$ cat config.mk
export PLATFORM = sky130hd
export DESIGN_NAME = pca_ctrl
export DESIGN_NICKNAME = d
export VERILOG_FILES = /design/src/rtl/pca_pkg.sv /design/src/rtl/pca_ctrl.sv
export SDC_FILE = /design/constraint.sdc
export NUM_CORES = 1
export LEC_CHECK = 0
export BUFFER_PORTS_ARGS = -buffer_cell sky130_fd_sc_hd__buf_2
export CAP_MARGIN = 25
export CORE_MARGIN = 3
export CORE_UTILIZATION = 30
export CTS_BUF_LIST = sky130_fd_sc_hd__clkbuf_4 sky130_fd_sc_hd__clkbuf_8 sky130_fd_sc_hd__clkbuf_16
export CTS_CLUSTER_SIZE = 25
export DETAILED_ROUTE_END_ITERATION = 7
export GPL_ROUTABILITY_DRIVEN = 0
export REMOVE_ABC_BUFFERS = 1
export SYNTH_ARGS = -nofsm -noshare
export SYNTH_HDL_FRONTEND = slang
export SYNTH_SLANG_ARGS = --single-unit
export TNS_END_PERCENT = 10
$ cat constraint.sdc
create_clock -name clk_i -period 1.85 [get_ports clk_i]
set_clock_uncertainty 0.2 [all_clocks]
set_input_delay 0.185 -clock clk_i [delete_from_list [all_inputs] [get_ports clk_i]]
set_output_delay 0.185 -clock clk_i [all_outputs]
set_load 0.05 [all_outputs]
$ cat src/rtl/pca_pkg.sv
`timescale 1ns / 1ps
package pca_pkg;

  localparam int unsigned TABLE_DEPTH   = 128;
  localparam int unsigned RUN_SET_DEPTH = 32;

  localparam int unsigned TIDX_W = (TABLE_DEPTH > 1) ? $clog2(TABLE_DEPTH) : 1;
  localparam int unsigned TCNT_W = $clog2(TABLE_DEPTH + 1);
  localparam int unsigned RIDX_W = (RUN_SET_DEPTH > 1) ? $clog2(RUN_SET_DEPTH) : 1;
  localparam int unsigned RCNT_W = $clog2(RUN_SET_DEPTH + 1);

  // entries_used reports the low byte of the fill count
  localparam int unsigned USED_OUT_W = 8;

  localparam int unsigned APB_ADDR_W = 3;
  localparam int unsigned APB_DATA_W = 32;
  localparam int unsigned REG_IDX_W  = APB_ADDR_W - 2;
  localparam logic [REG_IDX_W-1:0] REG_OVERHEAD = REG_IDX_W'(0);

  typedef enum logic [2:0] {
    ST_RUN_START  = 3'd0,
    ST_ACCUM      = 3'd1,
    ST_NEW        = 3'd2,
    ST_TABLE_FULL = 3'd3,
    ST_SET_FULL   = 3'd4,
    ST_READ_OK    = 3'd5,
    ST_READ_BAD   = 3'd6
  } status_e;

  typedef enum logic [1:0] {
    FIN_START  = 2'd0,
    FIN_TFULL  = 2'd1,
    FIN_UPDATE = 2'd2,
    FIN_READ   = 2'd3
  } fin_kind_e;

  typedef enum logic [1:0] {
    SEL_HIT = 2'd0,
    SEL_NEW = 2'd1,
    SEL_REQ = 2'd2
  } ent_sel_e;

  typedef struct packed {
    logic        command;
    logic        first_in_run;
    logic [15:0] category;
    logic [15:0] timestamp;
    logic [6:0]  entry_index;
  } pca_in_t;

  typedef struct packed {
    logic [2:0]            status;
    logic [15:0]           entry_category;
    logic [31:0]           entry_cycles;
    logic [15:0]           entry_episodes;
    logic [USED_OUT_W-1:0] entries_used;
  } pca_out_t;

  typedef struct packed {
    logic      load_in;
    logic      t_start;
    logic      t_scan;
    logic      ent_latch;
    ent_sel_e  ent_sel;
    logic      rd_entry;
    logic      r_scan;
    logic      finish;
    fin_kind_e fin_kind;
  } pca_cmd_t;

  typedef struct packed {
    logic cmd_read;
    logic cmd_first;
    logic have_prev;
    logic req_ok;
    logic t_hit;
    logic t_end;
    logic t_full;
    logic r_hit;
    logic r_end;
    logic out_free;
  } pca_stat_t;

endpackage

$ cat src/rtl/pca_ctrl.sv
`timescale 1ns / 1ps
module pca_ctrl (
  input  logic                clk_i,
  input  logic                rst_ni,
  input  logic                in_valid_i,
  output logic                in_ready_o,
  input  pca_pkg::pca_stat_t  stat_i,
  output pca_pkg::pca_cmd_t   cmd_o
);
  import pca_pkg::*;

  typedef enum logic [5:0] {
    S_IDLE   = 6'b000001,
    S_DECODE = 6'b000010,
    S_TSCAN  = 6'b000100,
    S_RDENT  = 6'b001000,
    S_RSCAN  = 6'b010000,
    S_FIN    = 6'b100000
  } state_e;

  state_e    state_q, state_d;
  fin_kind_e kind_q, kind_d;

  always_comb begin
    state_d    = state_q;
    kind_d     = kind_q;
    in_ready_o = 1'b0;
    cmd_o      = '0;
    case (state_q)
      S_IDLE: begin
        in_ready_o = 1'b1;
        if (in_valid_i) begin
          cmd_o.load_in = 1'b1;
          cmd_o.t_start = 1'b1;
          state_d       = S_DECODE;
        end
      end
      S_DECODE: begin
        if (stat_i.cmd_read) begin
          kind_d = FIN_READ;
          if (stat_i.req_ok) begin
            cmd_o.ent_latch = 1'b1;
            cmd_o.ent_sel   = SEL_REQ;
            state_d         = S_RDENT;
          end else begin
            state_d = S_FIN;
          end
        end else if (stat_i.cmd_first || !stat_i.have_prev) begin
          kind_d  = FIN_START;
          state_d = S_FIN;
        end else begin
          state_d = S_TSCAN;
        end
      end
      S_TSCAN: begin
        cmd_o.t_scan = 1'b1;
        if (stat_i.t_hit) begin
          cmd_o.ent_latch = 1'b1;
          cmd_o.ent_sel   = SEL_HIT;
          kind_d          = FIN_UPDATE;
          state_d         = S_RDENT;
        end else if (stat_i.t_end) begin
          if (stat_i.t_full) begin
            kind_d  = FIN_TFULL;
            state_d = S_FIN;
          end else begin
            // new entry needs no read, go straight to the run set
            cmd_o.ent_latch = 1'b1;
            cmd_o.ent_sel   = SEL_NEW;
            kind_d          = FIN_UPDATE;
            state_d         = S_RSCAN;
          end
        end
      end
      S_RDENT: begin
        cmd_o.rd_entry = 1'b1;
        state_d        = (kind_q == FIN_UPDATE) ? S_RSCAN : S_FIN;
      end
      S_RSCAN: begin
        cmd_o.r_scan = 1'b1;
        if (stat_i.r_hit || stat_i.r_end) begin
          state_d = S_FIN;
        end
      end
      S_FIN: begin
        // wait for the output register to free up
        if (stat_i.out_free) begin
          cmd_o.finish   = 1'b1;
          cmd_o.fin_kind = kind_q;
          state_d        = S_IDLE;
        end
      end
      default: begin
        state_d = S_IDLE;
      end
    endcase
  end

  always_ff @(posedge clk_i or negedge rst_ni) begin
    if (!rst_ni) begin
      state_q <= S_IDLE;
      kind_q  <= FIN_START;
    end else begin
      state_q <= state_d;
      kind_q  <= kind_d;
    end
  end

endmodule

==> results of run 1 <==
## area by class of cell
| class | count | area share (%) |
|---|---|---|
| Clock buffer | 4 | 2.985 |
| Inverter | 6 | 2.239 |
| Multi-Input combinational cell | 53 | 40.17 |
| Sequential cell | 8 | 20.15 |
| Tap cell | 25 | 3.109 |
| Timing Repair Buffer | 40 | 31.34 |
## sequential cells by signal (all words and copies together) (netlist names)
name	cells
kind_q	2
state_q	6
## cells by family (layout without fill, tap and decap cells)
kind of cell	Yosys count	after routing
buf+inv	7	50
flops	8	8
mux	2	2
xor+xnor	1	1
compound gates	10	10
simple gates	40	40
## layout by cell type (no fill, tap or decap), drive strengths merged
| cell | instances |
|---|---|
| buf | 37 |
| dfrtp | 7 |
| nor2 | 6 |
| inv | 6 |
| nand2 | 5 |
| clkbuf | 4 |
| nor4 | 4 |
| and2 | 3 |
| nand3 | 3 |
| o21ai | 3 |
| dlygate4sd3 | 3 |
| nor2b | 3 |
| nand2b | 2 |
| or2 | 2 |
| nand4b | 2 |
| nor3b | 2 |
| nand4 | 2 |
| mux2i | 2 |
| o22ai | 2 |
| and2b | 1 |
| and3b | 1 |
| nor3 | 1 |
| a21oi | 1 |
| and3 | 1 |
| a21o | 1 |
| a21boi | 1 |
| a221oi | 1 |
| nand3b | 1 |
| and4b | 1 |
| o311ai | 1 |
| xor2 | 1 |
| dfstp | 1 |
## layer usage
layer / track usage [%] / share of wire [%] / wire length [um]
met5: 0 / 0 / 0
met2: 26.74 / 49 / 856
met1: 17.84 / 45 / 791
met4: 4.484 / 1.7 / 29
met3: 5.341 / 4.1 / 71
## worst min-delay path by stage
stage          startpoint    endpoint  slack [ns]  cells past startpoint
3_5_place_dp       rst_ni  state_q[5]       -0.17                      1
4_1_cts         stat_i[6]  state_q[3]        0.03                      3
5_1_grt         stat_i[6]  state_q[3]        0.05                      3
2_1_floorplan      rst_ni   kind_q[0]       -0.31                      0
6_report        stat_i[6]  state_q[3]        0.04                      3
3_3_place_gp       rst_ni  state_q[5]       -0.17                      1
## report_power, final
part / switching [W] / total, W / internal, W
Clock: 0.0000584 / 0.000155 / 0.0000971
Sequential: 0.0000566 / 0.000292 / 0.000235
Combinational: 0.000380 / 0.000699 / 0.000319
## metrics by stage
| step | area, sq um | util [%] |
|---|---|---|
| detailed placement | 808.3 | 44.86 |
| finish | 1006 | 55.83 |
| global placement | 808.3 | 44.86 |
| CTS | 997.2 | 55.35 |
| floorplan | 589.3 | - |
| global route | 1006 | 55.83 |
## worst max-delay path: cells and delay by family (launching register included)
| kind | cells | cell delay, ns |
|---|---|---|
| buffers and inverters | 1 | 0.15 |
| DFF | 1 | 0.43 |
| and+or+nand+nor | 4 | 0.85 |
## cell usage after synthesis, drive strengths merged (3+ instances only)
cell type / count
nand3: 3
nor2b: 3
nor2: 6
dfrtp: 7
inv: 6
o21ai: 3
nor4: 4
nand2: 5
and2: 3
## repair_timing
action                                  4_1_cts  5_1_grt
endpoints found under the setup margin       13       15
resized for setup                            29        3
pin swaps                                     4        1
setup buffers                                 4        0
hold buffers                                  3        0
hold endpoints to repair                     10        0
==> results by group, run 1 <==
Status
  – Status: finished, violations left
  – Failing checks: setup timing

GRT
  – First-pass GRT wire length: approximately 2900 um
  – Initial antenna violation count: 0
  – Largest net degree at the start of global routing: 9
  – Gr usage total: around 15%
  – Overflow after GRT: 0
  – Vias in the first global route: ~710

Critical path
  – Critical Path AT: between 1.5 and 2 ns
  – Worst Setup Start Kind: flip-flop
  – Critical R2R Capture: kind_q[1]
  – Reg2reg setup slack: -0.04 ns
  – Crit Path Max Fanout: 4
  – CP max-delay cell: dfrtp_1
  – Worst setup endpoint: cmd_o[7]
  – Crit. End Element: output port
  – Worst endpoint required time: approximately 1.5 ns
  – R2R Path Start: state_q[0]
  – Critical path class: reg2out
  – Slowest stage delay, CP: about 0.43 ns
  – Critical-path cell list: nor4_4 > nand2_1 > nor2_1 > or2_2 > buf_6
  – R2r worst-path depth: 6
  – Critical path launch point: state_q[3]

Logic synthesis
  – Syn Inst Count: between 60 and 70
  – Netlist Area Pre-Place: about 600 sq um
  – Compound-cell area share of the yosys netlist: between 10% and 20%
  – Combinational family with the most area after synthesis: simple AND/OR/NAND/NOR gates
  – Synth area leaders: dfrtp_1, dfstp_2, inv_1
  – Seq/Total Area, Yosys: around a third
  – Post-synthesis simple-gate area fraction: 44.23%
  – Syn Area/Cell: 8.777 sq um
  – Synth unique cells: 33
  – Ys async rst share: between 90% and 100%
  – Post-synth top area share: 29.35%
  – Synth Area in XOR/XNOR: 1.468%
  – Synth Area in Adders: 0%
  – Synth Register Bits: 8
  – Area leader, netlist: dfrtp_1
  – EDFF count, synth: 0
  – Syn. warnings: 0
  – Mux share of post-synthesis cell area: 3.354%
  – Top FF cell, synth: dfrtp_1

Routing
  – Antenna viol nets, final: 0
  – # DRC: 0
  – Avg Vias per Cell: around 4.8
  – Drt pass-1 iters: 4
  – DR vias: 653
  – Final WL: 1750 um
  – DR WL/cell: about 13 um
  – Iter 0 DRT Violations: 9

CTS
  – CTS tree: built
  – H-tree lvl count: 1
  – CTS clk-pin slew, worst paths: 0.06 ns
  – CTS max path bufs: 2
  – TritonCTS buffer count: 3
  – Root Buffer Master: clkbuf_4
  – TritonCTS Sinks: 8
  – Clk Latency, worst-skew pair: about 0.25 ns

Timing
  – WHS: roughly 0.044 ns
  – Slew headroom: around two thirds
  – Final WS setup: -0.2114 ns
  – # setup viols final: 14
  – Setup TNS: -1.499 ns
  – Peak Freq: slightly below 500 MHz
  – Max-slew violations: 0
  – RSZ-0062 raised after global routing: yes
  – Minimum clock period: ~2.1 ns
  – Tcrit/Tclk final: 111.4%
  – Worst-margin pin slew: 0.4759 ns
  – Hold Vio Cnt, Final: 0

Power
  – Worst VDD drop: 0.8235 mV
  – P per Cell Area: 1139 mW/mm^2
  – Total Power: around 0.0011 W
  – Pleak: roughly 0.52 nW

Placed design
  – I/O Buffers: 24
  – Pre-CTS WS: -0.01587 ns
  – Hpwl dp: roughly 1300 um
  – Dpl cells: about 130

Flow run
  – Number of max-cap violations: 0

Layout
  – Ant. Diodes: 0
  – FF/Latch Area: just over 200 sq um
  – Multi-input gate area: 404.1 sq um
  – Layout Cells excl Fill: approximately 140
  – # nets final: 125
  – # fillers: about 180
  – Area Growth Syn to Fin: 68.55%
  – Layout cells sized above 1: 52.25%

Floorplan
  – Core area: around 0.0018 sq mm
  – Die Wd: slightly above 50 um
  – # IOs: 25
  – Die footprint: 0.002560 sq mm
  – Starting Density: around a third
  – Die Y: between 50 and 60 um
  – # rows: 15

Hold path
  – HP Class: in2reg
Note: power is estimated with default switching activity, not from simulation.
==> run 2, diff against run 1 <==
Settings changed: CORE_ASPECT_RATIO set to 0.9, CORE_UTILIZATION 30 to 41, PLACE_DENSITY set to 0.73.
==> run 2 against run 1 <==
The flow still finishes with violations (setup timing). First-iteration DRC count did not move. Core utilization rose by 22 points. Flip-flop and latch count did not move. Die area fell by 24%. Register-to-register slack improved by 0.05 ns. Critical path depth did not move. Sequential power rose by 6.8%. Maximum frequency rose by 2.3%. Non-clock buffer count fell by 5. Sequential share of layout area rose by 0.35 points. Setup slack improved by 0.047 ns. Clock power rose by 6%. Critical path type unchanged.
==> results by group, run 2 (synthesis gave the netlist of run 1 again) <==
Status
  – Status: finished, violations left
  – Failing checks: setup timing

Critical path
  – Crit. End Element: output port
  – Critical path class: reg2out
  – R2R Path Start: state_q[4]
  – Critical Path AT: 1.63 ns (-0.05 ns)
  – Worst Setup Start Kind: flip-flop
  – R2r worst-path depth: 4 (-2)
  – Worst endpoint required time: 1.46 ns (about the same)
  – Reg2reg setup slack: 0.01 ns (+0.05 ns)
  – Critical R2R Capture: kind_q[1]
  – Crit Path Max Fanout: 5 (+1)

CTS
  – TritonCTS buffer count: 3 (unchanged)
  – CTS tree: built
  – CTS clk-pin slew, worst paths: 0.06 ns (about the same)
  – Clk Latency, worst-skew pair: 0.26 ns (about the same)
  – CTS max path bufs: 2 (unchanged)
  – Root Buffer Master: clkbuf_4
  – TritonCTS Sinks: 8 (unchanged)
  – H-tree lvl count: 1 (unchanged)

Layout
  – Ant. Diodes: 0 (unchanged)
  – Most frequent cells in the layout: buf_2, buf_6, buf_4
  – Most common cell after layout, fill and taps aside: buf_2
  – Layout cells sized above 1: 56.60% (+4.4 points)
  – Area Growth Syn to Fin: 67.71%
  – Post-route cell area: 0.001001 sq mm (-0.50%)
  – # fillers: 93 (-47%)
  – # nets final: 120 (-4.0%)
  – Final Core Density: 77.52% (+22 points)
  – Max FFs per register: 6 (unchanged)
  – Largest regs: state_q (6), kind_q (2)
  – Largest Register: state_q

Timing
  – RSZ-0062 raised after global routing: yes
  – Worst-margin pin slew: 0.3563 ns (-0.1196 ns)
  – Max-slew violations: 0 (unchanged)
  – Slew headroom: 76.07% (+8.2 points)
  – Hold Vio Cnt, Final: 0 (unchanged)
  – Final WS setup: -0.1645 ns (+0.04689 ns)
  – WHS: 0.09182 ns (+0.04824 ns)
  – # setup viols final: 12 (-2)
  – Tcrit/Tclk final: 108.9% (-2.5 points)
  – Minimum clock period: 2.015 ns (-0.04689 ns)
  – Peak Freq: 496.4 MHz (+2.3%)

GRT
  – Gr usage total: 23.55% (+8.1 points)
  – Overflow after GRT: 0 (unchanged)
  – Largest net degree at the start of global routing: 9 (unchanged)
  – First-pass GRT wire length: 3305 um (+12%)
  – Initial antenna violation count: 0 (unchanged)
  – Vias in the first global route: 687 (-3.5%)

Power
  – Worst VDD drop: 0.8333 mV (+1.2%)
  – Total Power: 0.001149 W (+0.27%)
  – P per Cell Area: 1148 mW/mm^2 (+0.77%)
  – Pleak: 0.5061 nW (-2.0%)

Routing
  – Iter 0 DRT Violations: 9 (unchanged)
  – Avg Vias per Cell: 5.725 (+19%)
  – Drt pass-1 iters: 4 (unchanged)
  – # DRC: 0 (unchanged)
  – DR vias: 687 (+5.2%)
  – Antenna viol nets, final: 0 (unchanged)
  – DR WL/cell: 16.35 um (+27%)
  – Final WL: 1962 um (+12%)

Floorplan
  – Die Y: 42.20 um (-17%)
  – # IOs: 25 (unchanged)
  – Die footprint: 0.001950 sq mm (-24%)
  – Core area: 0.001291 sq mm (-28%)
  – Starting Density: 46.22% (+13 points)
  – # rows: 12 (-3)
  – Die Wd: 46.22 um (-8.7%)

Placed design
  – Cell Area, Placed: 779.5 sq um (-3.6%)
  – I/O Buffers: 24 (unchanged)
  – Hpwl dp: 1383 um (+3.4%)
  – Pre-CTS WS: -0.03966 ns (-0.02379 ns)

Flow run
  – Number of max-cap violations: 0 (unchanged)

Hold path
  – HP Class: in2async
## run 2: cell count changes in the layout (fill, tap and decap cells not counted), sizes merged
cell | previous run | this run
buf | 37 | 32
## run 2: layout make-up
| class | count | area [sq um] | area share, % |
|---|---|---|---|
| multi-input combinational | 53 | 422.9 | 42.25 |
| inverter | 6 | 25.02 | 2.500 |
| clock buffer | 4 | 30.03 | 3.000 |
| sequential | 8 | 205.2 | 20.50 |
| tap | 14 | 17.52 | 1.750 |
| timing repair buffer | 35 | 300.3 | 30.00 |
## run 2: worst max-delay path by stage
stage                  to  startpoint  slack, ns  depth (start not counted)
2_1_floorplan  state_q[4]  state_q[5]      -0.82                          4
3_3_place_gp     cmd_o[1]  state_q[2]      -0.01                          4
3_5_place_dp     cmd_o[7]  state_q[5]      -0.04                          5
4_1_cts          cmd_o[1]  state_q[3]      -0.14                          4
5_1_grt         cmd_o[10]  state_q[2]      -0.26                          4
6_report         cmd_o[7]  state_q[4]      -0.16                          5
## run 2: metal layers
layer / routed length, um / track usage, %
met3: 128 / 6.867
met1: 804 / 30.31
met4: 62 / 8.523
met2: 966 / 36.26
met5: 0 / 0
## run 2: critical path, stage by stage (launching register included)
cell	delay, ns
dfrtp_2	0.45
nor4_4	0.39
nand2_4	0.14
a21oi_1	0.13
or2_2	0.12
buf_6	0.15
## run 2: power breakdown
group	switching, W	internal [W]	leakage [nW]	total [W]
Sequential	0.0000756	0.000236	0.0978	0.000312
Combinational	0.000382	0.000292	0.390	0.000674
Clock	0.0000659	0.0000976	0.0184	0.000164
Total	0.000524	0.000625	0.506	0.00115
## run 2: timing repair
item,CTS,global route
setup buffers,1,0
endpoints found under the hold margin,10,0
hold buffers,3,0
pin swaps,8,4
resized for setup,44,4
setup endpoints to repair,14,15
## run 2: per-stage QoR
step	setup TNS (ns)	cells
after floorplan	-4.337	67
after global placement	-0.02722	112
after detailed placement	-0.1033	112
after CTS	-1.026	120
after global routing	-2.576	120
final	-1.299	120
